$ cat src/design/spc_pkg.sv
`timescale 1ns / 1ps
// ----------------------------------------------------------------------------
// spc_pkg - shared types and constants for the sprite collision block
// Command format between front and back, result format, register indexes.
// ----------------------------------------------------------------------------
package spc_pkg;

  // signed width of box corners in common space
  localparam int unsigned CRD_W = 18;
  // width of local coordinates, overlap sizes and row counts (up to 127)
  localparam int unsigned LOC_W = 7;
  // input field widths
  localparam int unsigned ROW_IDX_W = 4;
  localparam int unsigned ROW_BITS_W = 16;
  localparam int unsigned POS_W = 16;
  localparam int unsigned ORG_W = 4;
  localparam int unsigned SIZE_W = 5;
  // result field widths
  localparam int unsigned COUNT_W = 9;
  localparam int unsigned COORD_W = 4;
  // command queue depth
  localparam int unsigned QDEPTH = 2;

  localparam logic [SIZE_W-1:0] SIZE_RESET = 5'd16;
  localparam logic [ORG_W-1:0] ORG_RESET = 4'd0;

  // configuration register indexes
  typedef enum logic [2:0] {
    REG_A_ORG_X = 3'd0,
    REG_A_ORG_Y = 3'd1,
    REG_B_ORG_X = 3'd2,
    REG_B_ORG_Y = 3'd3,
    REG_A_WIDTH = 3'd4,
    REG_A_HEIGHT = 3'd5,
    REG_B_WIDTH = 3'd6,
    REG_B_HEIGHT = 3'd7
  } spc_reg_e;

  // operation codes
  typedef enum logic {
    OP_LOAD = 1'b0,
    OP_QUERY = 1'b1
  } spc_op_e;

  // mask select codes
  typedef enum logic {
    SEL_A = 1'b0,
    SEL_B = 1'b1
  } spc_sel_e;

  // back end sequencer states
  typedef enum logic [1:0] {
    ST_IDLE = 2'd0,
    ST_SCAN = 2'd1,
    ST_DONE = 2'd2
  } spc_state_e;

  // classified command handed from front to back
  typedef struct packed {
    spc_op_e op;
    spc_sel_e sel;
    logic [ROW_IDX_W-1:0] row;
    logic [ROW_BITS_W-1:0] bits;
    logic touch;
    logic [LOC_W-1:0] a_col;
    logic [LOC_W-1:0] a_row;
    logic [LOC_W-1:0] b_col;
    logic [LOC_W-1:0] b_row;
    logic [LOC_W-1:0] n_cols;
    logic [LOC_W-1:0] n_rows;
  } spc_cmd_t;

  // one query result
  typedef struct packed {
    logic [COORD_W-1:0] first_b_row;
    logic [COORD_W-1:0] first_b_col;
    logic [COORD_W-1:0] first_a_row;
    logic [COORD_W-1:0] first_a_col;
    logic [COUNT_W-1:0] hit_count;
    logic bounds_touch;
    logic is_collision;
  } spc_res_t;

  // back end control strobes
  typedef struct packed {
    logic pop;
    logic mask_we;
    logic start;
    logic step;
    logic emit;
  } spc_ctl_t;

endpackage

$ cat src/design/spc_front.sv
`timescale 1ns / 1ps
// ----------------------------------------------------------------------------
// spc_front - input stage and classifier
// Holds the configuration registers, registers each accepted transaction with
// its box corners, then turns it into a command with overlap start and size.
// ----------------------------------------------------------------------------
module spc_front #(
  parameter int unsigned SPRITE_SIZE = 16
) (
  input  logic clk_i,
  input  logic rst_ni,
  input  logic cfg_we_i,
  input  logic [2:0] cfg_idx_i,
  input  logic [spc_pkg::SIZE_W-1:0] cfg_data_i,
  input  logic s_tvalid_i,
  output logic s_tready_o,
  input  logic [87:0] s_tdata_i,
  input  logic [1:0] s_tuser_i,
  output logic cmd_valid_o,
  input  logic cmd_ready_i,
  output spc_pkg::spc_cmd_t cmd_o
);

  localparam int unsigned CRD_W = spc_pkg::CRD_W;
  localparam int unsigned LOC_W = spc_pkg::LOC_W;
  localparam int unsigned ORG_W = spc_pkg::ORG_W;
  localparam int unsigned SIZE_W = spc_pkg::SIZE_W;
  localparam int unsigned POS_W = spc_pkg::POS_W;
  localparam logic [LOC_W-1:0] SIZE_MAX = LOC_W'(SPRITE_SIZE);
  localparam logic signed [CRD_W-1:0] ONE = CRD_W'(1);

  // configuration registers
  logic [ORG_W-1:0] a_org_x_q, a_org_y_q, b_org_x_q, b_org_y_q;
  logic [SIZE_W-1:0] a_w_q, a_h_q, b_w_q, b_h_q;

  always_ff @(posedge clk_i or negedge rst_ni) begin
    if (!rst_ni) begin
      a_org_x_q <= spc_pkg::ORG_RESET;
      a_org_y_q <= spc_pkg::ORG_RESET;
      b_org_x_q <= spc_pkg::ORG_RESET;
      b_org_y_q <= spc_pkg::ORG_RESET;
      a_w_q <= spc_pkg::SIZE_RESET;
      a_h_q <= spc_pkg::SIZE_RESET;
      b_w_q <= spc_pkg::SIZE_RESET;
      b_h_q <= spc_pkg::SIZE_RESET;
    end else if (cfg_we_i) begin
      case (spc_pkg::spc_reg_e'(cfg_idx_i))
        spc_pkg::REG_A_ORG_X: a_org_x_q <= cfg_data_i[ORG_W-1:0];
        spc_pkg::REG_A_ORG_Y: a_org_y_q <= cfg_data_i[ORG_W-1:0];
        spc_pkg::REG_B_ORG_X: b_org_x_q <= cfg_data_i[ORG_W-1:0];
        spc_pkg::REG_B_ORG_Y: b_org_y_q <= cfg_data_i[ORG_W-1:0];
        spc_pkg::REG_A_WIDTH: a_w_q <= cfg_data_i;
        spc_pkg::REG_A_HEIGHT: a_h_q <= cfg_data_i;
        spc_pkg::REG_B_WIDTH: b_w_q <= cfg_data_i;
        spc_pkg::REG_B_HEIGHT: b_h_q <= cfg_data_i;
        default: ;
      endcase
    end
  end

  // zero reads as one, above the sprite size saturates
  function automatic logic signed [CRD_W-1:0] clamp_size(input logic [SIZE_W-1:0] v);
    logic [LOC_W-1:0] s;
    s = LOC_W'(v);
    if (v == '0) begin
      s = LOC_W'(1);
    end else if (s > SIZE_MAX) begin
      s = SIZE_MAX;
    end
    return {{(CRD_W-LOC_W){1'b0}}, s};
  endfunction

  function automatic logic signed [CRD_W-1:0] sext_pos(input logic [POS_W-1:0] p);
    return {{(CRD_W-POS_W){p[POS_W-1]}}, p};
  endfunction

  function automatic logic signed [CRD_W-1:0] zext_org(input logic [ORG_W-1:0] o);
    return {{(CRD_W-ORG_W){1'b0}}, o};
  endfunction

  // box corners of the incoming transaction
  logic signed [CRD_W-1:0] ax0_d, ax1_d, ay0_d, ay1_d, bx0_d, bx1_d, by0_d, by1_d;

  always_comb begin
    ax0_d = sext_pos(s_tdata_i[35:20]) - zext_org(a_org_x_q);
    ay0_d = sext_pos(s_tdata_i[51:36]) - zext_org(a_org_y_q);
    bx0_d = sext_pos(s_tdata_i[67:52]) - zext_org(b_org_x_q);
    by0_d = sext_pos(s_tdata_i[83:68]) - zext_org(b_org_y_q);
    ax1_d = ax0_d + clamp_size(a_w_q) - ONE;
    ay1_d = ay0_d + clamp_size(a_h_q) - ONE;
    bx1_d = bx0_d + clamp_size(b_w_q) - ONE;
    by1_d = by0_d + clamp_size(b_h_q) - ONE;
  end

  // stage register
  logic s1_valid_q;
  spc_pkg::spc_op_e op_q;
  spc_pkg::spc_sel_e sel_q;
  logic [spc_pkg::ROW_IDX_W-1:0] row_q;
  logic [spc_pkg::ROW_BITS_W-1:0] bits_q;
  logic signed [CRD_W-1:0] ax0_q, ax1_q, ay0_q, ay1_q, bx0_q, bx1_q, by0_q, by1_q;
  logic s_acc;

  assign s_tready_o = !s1_valid_q || cmd_ready_i;
  assign s_acc = s_tvalid_i && s_tready_o;

  always_ff @(posedge clk_i or negedge rst_ni) begin
    if (!rst_ni) begin
      s1_valid_q <= 1'b0;
    end else if (s_tready_o) begin
      s1_valid_q <= s_tvalid_i;
    end
  end

  always_ff @(posedge clk_i) begin
    if (s_acc) begin
      op_q <= spc_pkg::spc_op_e'(s_tuser_i[0]);
      sel_q <= spc_pkg::spc_sel_e'(s_tuser_i[1]);
      row_q <= s_tdata_i[3:0];
      bits_q <= s_tdata_i[19:4];
      ax0_q <= ax0_d;
      ax1_q <= ax1_d;
      ay0_q <= ay0_d;
      ay1_q <= ay1_d;
      bx0_q <= bx0_d;
      bx1_q <= bx1_d;
      by0_q <= by0_d;
      by1_q <= by1_d;
    end
  end

  // overlap start in each sprite's local frame and overlap size
  logic signed [CRD_W-1:0] dx, dy, ox0, ox1, oy0, oy1, ow, oh;

  always_comb begin
    dx = ax0_q - bx0_q;
    dy = ay0_q - by0_q;
    ox0 = (ax0_q > bx0_q) ? ax0_q : bx0_q;
    ox1 = (ax1_q < bx1_q) ? ax1_q : bx1_q;
    oy0 = (ay0_q > by0_q) ? ay0_q : by0_q;
    oy1 = (ay1_q < by1_q) ? ay1_q : by1_q;
    ow = ox1 - ox0 + ONE;
    oh = oy1 - oy0 + ONE;

    cmd_o.op = op_q;
    cmd_o.sel = sel_q;
    cmd_o.row = row_q;
    cmd_o.bits = bits_q;
    cmd_o.touch = (ax0_q <= bx1_q) && (ax1_q >= bx0_q) &&
                  (ay0_q <= by1_q) && (ay1_q >= by0_q);
    cmd_o.a_col = dx[CRD_W-1] ? LOC_W'(-dx) : '0;
    cmd_o.b_col = dx[CRD_W-1] ? '0 : LOC_W'(dx);
    cmd_o.a_row = dy[CRD_W-1] ? LOC_W'(-dy) : '0;
    cmd_o.b_row = dy[CRD_W-1] ? '0 : LOC_W'(dy);
    cmd_o.n_cols = LOC_W'(ow);
    cmd_o.n_rows = LOC_W'(oh);
  end

  assign cmd_valid_o = s1_valid_q;

endmodule

$ cat src/design/spc_queue.sv
`timescale 1ns / 1ps
// ----------------------------------------------------------------------------
// spc_queue - short command queue
// Small FIFO between the classifier and the scan engine.
// ----------------------------------------------------------------------------
module spc_queue (
  input  logic clk_i,
  input  logic rst_ni,
  input  logic push_valid_i,
  output logic push_ready_o,
  input  spc_pkg::spc_cmd_t push_data_i,
  output logic pop_valid_o,
  input  logic pop_i,
  output spc_pkg::spc_cmd_t pop_data_o
);

  localparam int unsigned DEPTH = spc_pkg::QDEPTH;
  localparam int unsigned PTR_W = (DEPTH > 1) ? $clog2(DEPTH) : 1;
  localparam int unsigned CNT_W = $clog2(DEPTH + 1);
  localparam logic [CNT_W-1:0] FULL = CNT_W'(DEPTH);
  localparam logic [PTR_W-1:0] LAST = PTR_W'(DEPTH - 1);

  spc_pkg::spc_cmd_t mem_q [DEPTH];
  logic [PTR_W-1:0] wr_ptr_q, rd_ptr_q;
  logic [CNT_W-1:0] cnt_q;
  logic do_push, do_pop;

  assign push_ready_o = (cnt_q != FULL);
  assign pop_valid_o = (cnt_q != '0);
  assign do_push = push_valid_i && push_ready_o;
  assign do_pop = pop_i && pop_valid_o;
  assign pop_data_o = mem_q[rd_ptr_q];

  // storage
  always_ff @(posedge clk_i) begin
    if (do_push) begin
      mem_q[wr_ptr_q] <= push_data_i;
    end
  end

  // pointers and fill count
  always_ff @(posedge clk_i or negedge rst_ni) begin
    if (!rst_ni) begin
      wr_ptr_q <= '0;
      rd_ptr_q <= '0;
      cnt_q <= '0;
    end else begin
      if (do_push) begin
        wr_ptr_q <= (wr_ptr_q == LAST) ? '0 : wr_ptr_q + PTR_W'(1);
      end
      if (do_pop) begin
        rd_ptr_q <= (rd_ptr_q == LAST) ? '0 : rd_ptr_q + PTR_W'(1);
      end
      if (do_push && !do_pop) begin
        cnt_q <= cnt_q + CNT_W'(1);
      end else if (do_pop && !do_push) begin
        cnt_q <= cnt_q - CNT_W'(1);
      end
    end
  end

endmodule

$ cat src/design/spc_back.sv
`timescale 1ns / 1ps
// ----------------------------------------------------------------------------
// spc_back - mask store and overlap scan engine
// Executes commands: mask row loads, and queries that scan one row pair of
// the overlap per cycle, then hands the result to the output register.
// ----------------------------------------------------------------------------
module spc_back #(
  parameter int unsigned SPRITE_SIZE = 16
) (
  input  logic clk_i,
  input  logic rst_ni,
  input  logic cmd_valid_i,
  output logic cmd_pop_o,
  input  spc_pkg::spc_cmd_t cmd_i,
  output logic res_valid_o,
  input  logic res_ready_i,
  output spc_pkg::spc_res_t res_o
);

  localparam int unsigned LOC_W = spc_pkg::LOC_W;
  localparam int unsigned COUNT_W = spc_pkg::COUNT_W;
  localparam int unsigned COORD_W = spc_pkg::COORD_W;
  // at most sixteen rows and columns can ever be loaded
  localparam int unsigned MASK_DIM = (SPRITE_SIZE < spc_pkg::ROW_BITS_W) ?
                                     SPRITE_SIZE : spc_pkg::ROW_BITS_W;
  localparam int unsigned IW = $clog2(MASK_DIM);
  localparam int unsigned PC_W = $clog2(MASK_DIM + 1);
  localparam logic [LOC_W-1:0] DIM = LOC_W'(MASK_DIM);
  localparam logic [LOC_W-1:0] LAST_ROW = LOC_W'(MASK_DIM - 1);
  localparam logic [MASK_DIM-1:0] ONE_BIT = MASK_DIM'(1);

  spc_pkg::spc_state_e state_q, state_d;
  spc_pkg::spc_ctl_t ctl;
  logic scan_last;
  logic out_free;

  logic [MASK_DIM-1:0] mask_a_q [MASK_DIM];
  logic [MASK_DIM-1:0] mask_b_q [MASK_DIM];

  logic [LOC_W-1:0] arow_q, brow_q, acol_q, bcol_q, ncols_q, left_q;
  logic touch_q, found_q;
  logic [COUNT_W-1:0] count_q;
  logic [COORD_W-1:0] fac_q, far_q, fbc_q, fbr_q;

  logic out_valid_q;
  spc_pkg::spc_res_t out_q;

  assign out_free = !out_valid_q || res_ready_i;

  // next state
  always_comb begin
    state_d = state_q;
    case (state_q)
      spc_pkg::ST_IDLE: begin
        if (cmd_valid_i && cmd_i.op == spc_pkg::OP_QUERY) begin
          state_d = cmd_i.touch ? spc_pkg::ST_SCAN : spc_pkg::ST_DONE;
        end
      end
      spc_pkg::ST_SCAN: begin
        if (scan_last) begin
          state_d = spc_pkg::ST_DONE;
        end
      end
      spc_pkg::ST_DONE: begin
        if (out_free) begin
          state_d = spc_pkg::ST_IDLE;
        end
      end
      default: state_d = spc_pkg::ST_IDLE;
    endcase
  end

  // control strobes
  always_comb begin
    ctl = '0;
    case (state_q)
      spc_pkg::ST_IDLE: begin
        ctl.pop = cmd_valid_i;
        ctl.mask_we = cmd_valid_i && cmd_i.op == spc_pkg::OP_LOAD;
        ctl.start = cmd_valid_i && cmd_i.op == spc_pkg::OP_QUERY;
      end
      spc_pkg::ST_SCAN: ctl.step = 1'b1;
      spc_pkg::ST_DONE: ctl.emit = out_free;
      default: ctl = '0;
    endcase
  end

  assign cmd_pop_o = ctl.pop;

  always_ff @(posedge clk_i or negedge rst_ni) begin
    if (!rst_ni) begin
      state_q <= spc_pkg::ST_IDLE;
    end else begin
      state_q <= state_d;
    end
  end

  // mask row writes
  logic row_ok;
  assign row_ok = (LOC_W'(cmd_i.row) < DIM);

  always_ff @(posedge clk_i or negedge rst_ni) begin
    if (!rst_ni) begin
      for (int i = 0; i < MASK_DIM; i++) begin
        mask_a_q[i] <= '0;
        mask_b_q[i] <= '0;
      end
    end else if (ctl.mask_we && row_ok) begin
      if (cmd_i.sel == spc_pkg::SEL_A) begin
        mask_a_q[cmd_i.row[IW-1:0]] <= cmd_i.bits[MASK_DIM-1:0];
      end else begin
        mask_b_q[cmd_i.row[IW-1:0]] <= cmd_i.bits[MASK_DIM-1:0];
      end
    end
  end

  // one overlap row: align both rows, clip to the overlap width
  logic [MASK_DIM-1:0] row_a, row_b, col_mask, hits;
  logic [PC_W-1:0] pc;
  logic [IW-1:0] hit_idx;
  logic [LOC_W-1:0] hit_ac, hit_bc;

  always_comb begin
    row_a = (arow_q < DIM) ? mask_a_q[arow_q[IW-1:0]] : '0;
    row_b = (brow_q < DIM) ? mask_b_q[brow_q[IW-1:0]] : '0;
    col_mask = (ncols_q >= DIM) ? '1 : (ONE_BIT << ncols_q) - ONE_BIT;
    hits = (row_a >> acol_q) & (row_b >> bcol_q) & col_mask;
    pc = '0;
    for (int i = 0; i < MASK_DIM; i++) begin
      pc = pc + PC_W'(hits[i]);
    end
    // lowest set column is the first hit in scan order
    hit_idx = '0;
    for (int i = MASK_DIM - 1; i >= 0; i--) begin
      if (hits[i]) begin
        hit_idx = IW'(i);
      end
    end
    hit_ac = acol_q + LOC_W'(hit_idx);
    hit_bc = bcol_q + LOC_W'(hit_idx);
    scan_last = (left_q == LOC_W'(1)) || (arow_q >= LAST_ROW) || (brow_q >= LAST_ROW);
  end

  // scan registers
  always_ff @(posedge clk_i or negedge rst_ni) begin
    if (!rst_ni) begin
      found_q <= 1'b0;
    end else if (ctl.start) begin
      found_q <= 1'b0;
    end else if (ctl.step && |hits) begin
      found_q <= 1'b1;
    end
  end

  always_ff @(posedge clk_i) begin
    if (ctl.start) begin
      arow_q <= cmd_i.a_row;
      brow_q <= cmd_i.b_row;
      acol_q <= cmd_i.a_col;
      bcol_q <= cmd_i.b_col;
      ncols_q <= cmd_i.n_cols;
      left_q <= cmd_i.n_rows;
      touch_q <= cmd_i.touch;
      count_q <= '0;
      fac_q <= '0;
      far_q <= '0;
      fbc_q <= '0;
      fbr_q <= '0;
    end else if (ctl.step) begin
      arow_q <= arow_q + LOC_W'(1);
      brow_q <= brow_q + LOC_W'(1);
      left_q <= left_q - LOC_W'(1);
      count_q <= count_q + COUNT_W'(pc);
      if (!found_q && |hits) begin
        fac_q <= hit_ac[COORD_W-1:0];
        far_q <= arow_q[COORD_W-1:0];
        fbc_q <= hit_bc[COORD_W-1:0];
        fbr_q <= brow_q[COORD_W-1:0];
      end
    end
  end

  // output register
  always_ff @(posedge clk_i or negedge rst_ni) begin
    if (!rst_ni) begin
      out_valid_q <= 1'b0;
    end else if (ctl.emit) begin
      out_valid_q <= 1'b1;
    end else if (res_ready_i) begin
      out_valid_q <= 1'b0;
    end
  end

  always_ff @(posedge clk_i) begin
    if (ctl.emit) begin
      out_q.is_collision <= found_q;
      out_q.bounds_touch <= touch_q;
      out_q.hit_count <= count_q;
      out_q.first_a_col <= fac_q;
      out_q.first_a_row <= far_q;
      out_q.first_b_col <= fbc_q;
      out_q.first_b_row <= fbr_q;
    end
  end

  assign res_valid_o = out_valid_q;
  assign res_o = out_q;

endmodule

$ cat src/design/sprite_pixel_collision.sv
`timescale 1ns / 1ps
// ----------------------------------------------------------------------------
// sprite_pixel_collision - pixel-exact collision test of two sprite masks
// Loads mask rows and answers collision queries over a stream interface.
// ----------------------------------------------------------------------------
// Usage:
//   Slave channel: tuser selects the operation (bit 0: 0 load, 1 query) and,
//   for loads, the mask (bit 1). A load writes one mask row and gives no
//   result. A query gives both positions and returns one result transaction.
//   Configuration (origins and sizes) must be written through cfg_we_i/cfg_idx_i/
//   cfg_data_i only while no transaction is in flight; the block does not enforce it.
//   A load's mask row passes the input register and the command queue and is
//   written when the idle engine takes it. A query passes the same registers,
//   then the scan engine handles one overlap row pair per cycle (disjoint
//   boxes skip the scan), at most 16 rows with the mask store of 16 by 16
//   pixels, before the result goes to the output register; while a query is
//   in the engine, the next transaction waits behind it.
//   A two-entry command queue and an input register let loads and queries
//   keep arriving while the engine works or a result waits.
//   Reset clears both masks, origins to 0 and sizes to 16.
//   When the master side stalls, the result holds in the output register;
//   the engine stops before overwriting it and the queue fills behind it.
// ----------------------------------------------------------------------------
module sprite_pixel_collision #(
  parameter int unsigned SPRITE_SIZE = 16
) (
  input  logic clk_i,
  input  logic rst_ni,
  // configuration write port
  input  logic cfg_we_i,
  input  logic [2:0] cfg_idx_i,
  input  logic [4:0] cfg_data_i,
  // slave side
  input  logic s_tvalid_i,
  output logic s_tready_o,
  // row_index[3:0], row_bits[19:4], a_pos_x[35:20], a_pos_y[51:36],
  // b_pos_x[67:52], b_pos_y[83:68], zero[87:84]
  input  logic [87:0] s_tdata_i,
  // operation[0], sprite_select[1]
  input  logic [1:0] s_tuser_i,
  // master side
  output logic m_tvalid_o,
  input  logic m_tready_i,
  // is_collision[0], bounds_touch[1], hit_count[10:2], first_a_col[14:11],
  // first_a_row[18:15], first_b_col[22:19], first_b_row[26:23], zero[31:27]
  output logic [31:0] m_tdata_o
);

  spc_pkg::spc_cmd_t front_cmd, queue_cmd;
  logic front_valid, queue_ready, queue_valid, queue_pop;
  spc_pkg::spc_res_t res;

  spc_front #(
    .SPRITE_SIZE(SPRITE_SIZE)
  ) u_front (
    .clk_i(clk_i),
    .rst_ni(rst_ni),
    .cfg_we_i(cfg_we_i),
    .cfg_idx_i(cfg_idx_i),
    .cfg_data_i(cfg_data_i),
    .s_tvalid_i(s_tvalid_i),
    .s_tready_o(s_tready_o),
    .s_tdata_i(s_tdata_i),
    .s_tuser_i(s_tuser_i),
    .cmd_valid_o(front_valid),
    .cmd_ready_i(queue_ready),
    .cmd_o(front_cmd)
  );

  spc_queue u_queue (
    .clk_i(clk_i),
    .rst_ni(rst_ni),
    .push_valid_i(front_valid),
    .push_ready_o(queue_ready),
    .push_data_i(front_cmd),
    .pop_valid_o(queue_valid),
    .pop_i(queue_pop),
    .pop_data_o(queue_cmd)
  );

  spc_back #(
    .SPRITE_SIZE(SPRITE_SIZE)
  ) u_back (
    .clk_i(clk_i),
    .rst_ni(rst_ni),
    .cmd_valid_i(queue_valid),
    .cmd_pop_o(queue_pop),
    .cmd_i(queue_cmd),
    .res_valid_o(m_tvalid_o),
    .res_ready_i(m_tready_i),
    .res_o(res)
  );

  // result packing, last struct field in the lowest bits
  assign m_tdata_o = {5'd0, res};

endmodule
$ cat config.mk
export PLATFORM = sky130hd
export DESIGN_NAME = sprite_pixel_collision
export DESIGN_NICKNAME = d
export VERILOG_FILES = /design/src/design/spc_pkg.sv /design/src/design/spc_front.sv /design/src/design/spc_queue.sv /design/src/design/spc_back.sv /design/src/design/sprite_pixel_collision.sv
export SDC_FILE = /design/constraint.sdc
export NUM_CORES = 2
export LEC_CHECK = 0
export BUFFER_PORTS_ARGS = -buffer_cell sky130_fd_sc_hd__buf_2
export CAP_MARGIN = 10
export CORE_MARGIN = 3
export CORE_UTILIZATION = 50
export DETAILED_ROUTE_END_ITERATION = 8
export PLACE_DENSITY = 0.74
export SLEW_MARGIN = 5
export SYNTH_ARGS = -nofsm -noshare
export SYNTH_HDL_FRONTEND = slang
export SYNTH_SLANG_ARGS = --single-unit
export TNS_END_PERCENT = 30
$ cat constraint.sdc
create_clock -name clk_i -period 17.5 [get_ports clk_i]
set_input_delay 1.75 -clock clk_i [delete_from_list [all_inputs] [get_ports clk_i]]
set_output_delay 1.75 -clock clk_i [all_outputs]
set_load 0.1 [all_outputs]
== Yosys cells after proc, flatten, opt, wreduce, memory -nomap -nowiden ==
Memories as Yosys holds them, arrays and structs flattened.
Index checks and enable logic that the tools add are counted.
Word-level totals
  register bits after elaboration: 814
  bits in latches: 0
  bits in writable memories: 130
  bits in read-only memories: 0
  input bits: 103
  output and inout port bits: 34
  word-level logic and storage cells: 285
  memories kept: 1
Cells by class
  $add $sub $neg: 46
  multipliers: 0
  divide/modulo/power cells: 0
  $lt $le $gt $ge: 21
  eq/ne operators: 14
  shift operators: 3
  muxes and demuxes: 69
  bitwise operators: 7
  reductions and logical operators: 46
Memories
  u_queue.mem_q: words 2, width 65, rd ports 1, clocked after Yosys merged registers in 0, wr ports 1, line spc_queue.sv:23  | spc_pkg::spc_cmd_t mem_q [DEPTH];
Operators by type and width (number)
  256-bit bitwise mux: 2
  16-bit binary-select mux with 4-bit select: 2
  16-bit two-way mux: 8
  7-bit two-way mux: 18
  17-bit by 8-bit adder with 18-bit output: 4
  18-bit by 2-bit subtractor with 18-bit output, second input constant: 4
  5-bit by 1-bit adder with 5-bit output: 14
  16-bit by 5-bit subtractor with 17-bit output: 4
  16-bit demux with 4-bit select: 1
  4-bit two-way mux: 16
  18-bit by 17-bit >= comparator with 1-bit output: 2
  17-bit by 18-bit less-or-equal comparator with 1-bit output: 2
  18-bit less-than comparator: 2
  17-bit by 17-bit subtractor with 18-bit output: 2
  17-bit > comparator: 2
  16-bit bitwise AND: 2
  16-bit by 7-bit >> shifter with 16-bit output: 2
  2-bit AND reduction: 11
  5-bit > comparator, second input constant: 4
  5-bit zero test: 4
  5-bit two-way mux: 4
  16-bit OR reduction: 1
  1-bit by 7-bit << shifter with 16-bit output, first input constant: 1
  16-bit by 1-bit subtractor with 16-bit output, second input constant: 1
  other kinds (37): 93

== Depth between registers and ports, before layout ==
  depth after elaboration: 25
  gate-level depth with buffers: 34
  depth with buffers taken out: 29

== Modules after synthesis ==
A second synthesis with hierarchy kept.
Second synthesis, totals
  cells, all modules: 4171
  area total of the unflattened synthesis: 51438.1 sq um
Modules (own cells, without submodules)
  spc_back: times used 1, cells each 2371, area each 30516.8 sq um, seq. area each 15514.9 sq um
  spc_front: times used 1, cells each 1574, area each 15833.9 sq um, seq. area each 5795.6 sq um
  spc_queue: times used 1, cells each 220, area each 5046.1 sq um, seq. area each 4003.8 sq um
  sprite_pixel_collision: times used 1, cells each 6, area each 41.3 sq um, seq. area each 0.0 sq um

== Least setup slack after synthesis ==
OpenSTA, ideal clock, no wires.
  path kind: flip-flop to flip-flop
  from: register u_back.arow_q[1]
  to: register u_back.count_q[7]
  setup time: 162 ps
  data arrival time: 7310 ps
  data required time: 17338 ps
  setup slack: 10027 ps
  cell stages (with the launch flop): 27
  path buffers: 1
  period minus slack after synthesis: 7473 ps
  cell sequence: edfxtp_1 -> buf_6 -> inv_2 -> mux4_2 -> a21o_1 -> nor4_1 -> nor2_1 -> mux4_2 -> a211o_1 -> inv_1 -> ha_1 -> inv_1 -> fa_1 -> fa_1 -> fa_1 -> fa_1 -> fa_1 -> fa_1 -> inv_1 -> ha_1 -> a21o_1 -> a21oi_1 -> nor2b_1 -> o21a_1 -> o2111ai_1 -> xor2_1 -> nor2_1
Between the ends
  word-level cells in the longest chain between the ends: 24
  elaborated cells on any way between the ends: 25
  those cells by class: add/sub (16); order compare (1); shift (1); mux (4); bitwise (3)
RTL lines
  start: declaration: line spc_back.sv:40  | logic [LOC_W-1:0] arow_q, brow_q, acol_q, bcol_q, ncols_q, left_q;
  start signal: assignment: line spc_back.sv:157  | arow_q <= cmd_i.a_row;
  start signal: assignment: line spc_back.sv:170  | arow_q <= arow_q + LOC_W'(1);
  4-bit inverter with 5-bit output (implied by the code): line spc_back.sv:124  | row_a = (arow_q < DIM) ? mask_a_q[arow_q[IW-1:0]] : '0;
  16-bit binary-select mux with 4-bit select: line spc_back.sv:124
  16-bit two-way mux (implied by the code) (2 in series): line spc_back.sv:124
  16-bit two-way mux *: line spc_back.sv:124
  16-bit by 7-bit >> shifter with 16-bit output *: line spc_back.sv:127  | hits = (row_a >> acol_q) & (row_b >> bcol_q) & col_mask;
  16-bit bitwise AND * (2 in series): line spc_back.sv:127
  1-bit by 1-bit adder with 2-bit output: line spc_back.sv:130  | pc = pc + PC_W'(hits[i]);
  5-bit by 1-bit adder with 5-bit output (13 in series): line spc_back.sv:130
  5-bit by 1-bit adder with 5-bit output *: line spc_back.sv:130
  9-bit by 5-bit adder with 9-bit output *: line spc_back.sv:173  | count_q <= count_q + COUNT_W'(pc);
  end signal: assignment: line spc_back.sv:173
  end: declaration: line spc_back.sv:42  | logic [COUNT_W-1:0] count_q;
Mark *: on every way between the ends. The rest lies on a longest branch, timed or not. The select of a mux whose other input is x is not followed.
A chain may end at the register's enable or synchronous reset.

== Worst setup path in the final report ==
Ends and elaborated chain as after synthesis.

==> metrics list <==
- In this design, the critical path's most frequently occurring cell is sky130_fd_sc_hd__fa_1.
- Summed over all layers, the routed wires come to 126000 um.
* Clk sinks: 944
- Storage cell area: 25300 um2
- STA puts the critical path data arrival time at 9800 ps.
- Entering global routing, the biggest net connects 175 pins.
- Post-synthesis instance area: 50700 um2
* Synthesis-to-layout area growth: 10.6%
- PostCTS Resize Cnt: 0
* # DRC: 0
* Sequential cell area fraction in the yosys report: 0.499
- Filler Cell Count: 8301
- Across all layers, the routed design uses 36000 vias.
- Floorplan row count: 116
- Once placement finished, the instance area stood at 52700 um2.
- IO Count: 137
* Wire length of the first global-routing pass: 198000 um
- Post-DRT Antenna Nets: 0
- Remaining global-route overflow: 0
- Crit-path slowest cell: sky130_fd_sc_hd__buf_4
* Max IR drop VDD: 110 uV
- Count of different cell masters after synthesis: 98
- The clock passes through at most 3 buffers.
- After synthesis, the cell types taking the most area are sky130_fd_sc_hd__dfrtp_1, sky130_fd_sc_hd__edfxtp_1, sky130_fd_sc_hd__ha_1, sky130_fd_sc_hd__a21oi_1, sky130_fd_sc_hd__nor2_1.
- The repair_antennas step left the layout with diodes totalling 0.
- Yosys printed 0 warnings.
* Max Cap Viol: 0
* Initial Utilization: 0.506
* Count of hold buffers inserted by post-cts repair: 0
- From left edge to right edge, the die measures 325 um.
* Clock buffer count from CTS: 99
- Worst EP required: 18040 ps
- The via count of the first global-routing pass came to 35800.
* Max-slew violation total from the final report: 0
- Startpoint kind of the worst setup timing path: register
* Clock Latency Late Sink: 680 ps
- Tightest Hold Check Type: register to register
- Final instance area: 56100 um2
- Half-perimeter wire length after placement: 86300 um
- In this run the static leakage power is 24.4 nW.
* Die ar.: 105000 um2
- Number of synthesized flops with an enable pin: 362
- Based on the critical path, the design can be clocked at up to 108 MHz.
- The H-tree was split into 3 levels.
* Area of the multi-input gates: 23400 um2
- Clock transition at path regs: 60 ps
- Vias per Instance: 5.75
- The routed design could run at a clock period as short as 9260 ps.
- In this run the power density over the cells is 192 nW/um2.
- The initial antenna violation count is 4.
* Routability-driven placement congestion ratio: 0.940
- Post-CTS timing repair inserted 0 buffers for setup.
* Filler-free cell count of the finished design: 6253
- Clock tree from TritonCTS: yes
* Kind of capture point of the worst setup path: register
- Final net count: 5228
- Height of the chip: 325 um
- Setup violations remaining at the end of the flow were counted as 0.
- Of all nets on the critical path, the largest fanout is 49.
- For this run, asynchronously set or reset flops after synthesis account for 0.590.
- Status: finished, final reports clean
- Port buffering added 127 buffers.
- At the pin with the least slew margin, the transition time is 1210 ps.
* Fraction of layout instances using a drive strength above 1: 0.134
- Most used flip-flop cell after synthesis: sky130_fd_sc_hd__dfrtp_1
* Total power: 10.8 mW
* Maximum clock skew at final layout: 28.9 ps
- Cell count after synthesis: 4767
- CTS placed an instance of sky130_fd_sc_hd__clkbuf_16 at the clock tree root.
* Flops & latches, synth: 944
* Detailed Route Iter0 Violations: 3140
- The region available for standard cell placement spans 100000 um2.
- The share of synthesized area in the top cell type comes to 0.273.
- Count of placed standard cells including taps: 6067
* Final clock period utilization by the worst path: 0.529
- Cell with the most instances after synthesis: sky130_fd_sc_hd__nor2_1
- After routing, the total negative slack on setup checks comes to 0 ps.
* Most used standard cells in the synthesized netlist: sky130_fd_sc_hd__nor2_1, sky130_fd_sc_hd__dfrtp_1, sky130_fd_sc_hd__a21oi_1
- Setup repair after global routing left no endpoint under its margin.
- The largest single stage delay on the critical path is 770 ps.
- Dividing the synthesized area by the synthesized cell count gives 10.6 um2.
* Post-detailed-route wirelength per cell: 20.1 um
- Critical setup path kind: register to register
- Hold violation total from the final report: 0
- Pre-antenna DRT Iters: 8
* Cell taking the most area after synthesis: sky130_fd_sc_hd__dfrtp_1
* Global router's overall resource usage: 0.236
* Relative slew slack: 0.175
-- flip-flops by register name (all words and copies together) (netlist names), 9 cells and up --
signal and flops:
u_back.mask_a_q 256, u_back.mask_b_q 256, u_queue.mem_q 130, u_back.res_o 27, u_front.ax1_q 18, u_front.ay1_q 18
u_front.bx1_q 18, u_front.by1_q 18, u_front.ax0_q 17, u_front.ay0_q 17, u_front.bx0_q 17, u_front.by0_q 17
u_front.bits_q 16, u_back.count_q 9
-- final cells by class --
cell class | count | share of cell area
clock inverters | 45 | 0.00781
inverters | 317 | 0.0212
repair buffers | 190 | 0.0203
well taps | 1357 | 0.0303
multi-input cells | 3260 | 0.417
flip-flops and latches | 944 | 0.451
clock buffers | 140 | 0.0517
-- critical path, delay by kind of cell, from the launching register on --
kind,cells,cell delay (ps)
compound gates,6,1360
buf+inv,6,1730
mux,2,1110
xor+xnor,1,190
fa+ha+maj,8,3490
flops,1,330
simple gates,4,910
-- through the flow --
step                      hold WS [ps]  utilization  worst slack, ps
after floorplan                    400            -            10030
after global placement             404        0.526             8310
after detailed placement           410        0.526             8290
after CTS                          424        0.559             8210
after global routing               435        0.559             7740
final                              429        0.559             8240
-- path summary, 6_finish.rpt --
path                                   from                    to  slack, ps  depth (start not counted)
max                        u_back.arow_q[1]     u_back.count_q[7]       8240                         27
min                          u_back.touch_q       u_back.res_o[1]        430                          0
max reg2reg                u_back.arow_q[1]     u_back.count_q[7]       8240                         27
min reg2reg                  u_back.touch_q       u_back.res_o[1]        430                          0
max in group asynchronous            rst_ni  u_back.mask_a_q[181]      14120                          3
min in group asynchronous            rst_ni   u_back.mask_b_q[55]       1100                          1
-- logic make-up after synthesis --
group / synth area share
fa+ha+maj: 0.0809
flops: 0.499
mux: 0.104
buf+inv: 0.0463
simple gates: 0.114
other cells: 0.0000739
xor+xnor: 0.0276
compound gates: 0.128
-- cell usage in the layout, fill, tap and decap left out, drive strengths merged, types with 22 or more instances in the layout --
cell and instances:
dfrtp 553, clkinv 28, fa 25, mux2i 175
nand3 59, xnor2 104, edfxtp 362, inv 323
dfxtp 25, ha 288, mux4 99, a22oi 35
xor2 56, nand2 302, o21ai 224, o22ai 28
nand2b 37, mux2 112, and2 23, nor2b 49
nor2 605, or3 22, clkbuf 140, nor3 65
buf 190, a21oi 546, o211ai 23, a21o 82
nand4 34
-- power breakdown --
| group | internal, mW | switching (mW) | total, mW |
|---|---|---|---|
| Sequential | 3.39 | 0.552 | 3.95 |
| Combinational | 1.86 | 2.84 | 4.70 |
| Clock | 1.25 | 0.884 | 2.13 |
| Total | 6.50 | 4.27 | 10.8 |
-- metal layers --
layer  global-route usage  wire length (um)
met4               0.0764              4050
met3               0.0350              8080
met1                0.325             54400
met2                0.387             59100
met5                    0                27
No activity file was read; power rests on OpenSTA's default activity.
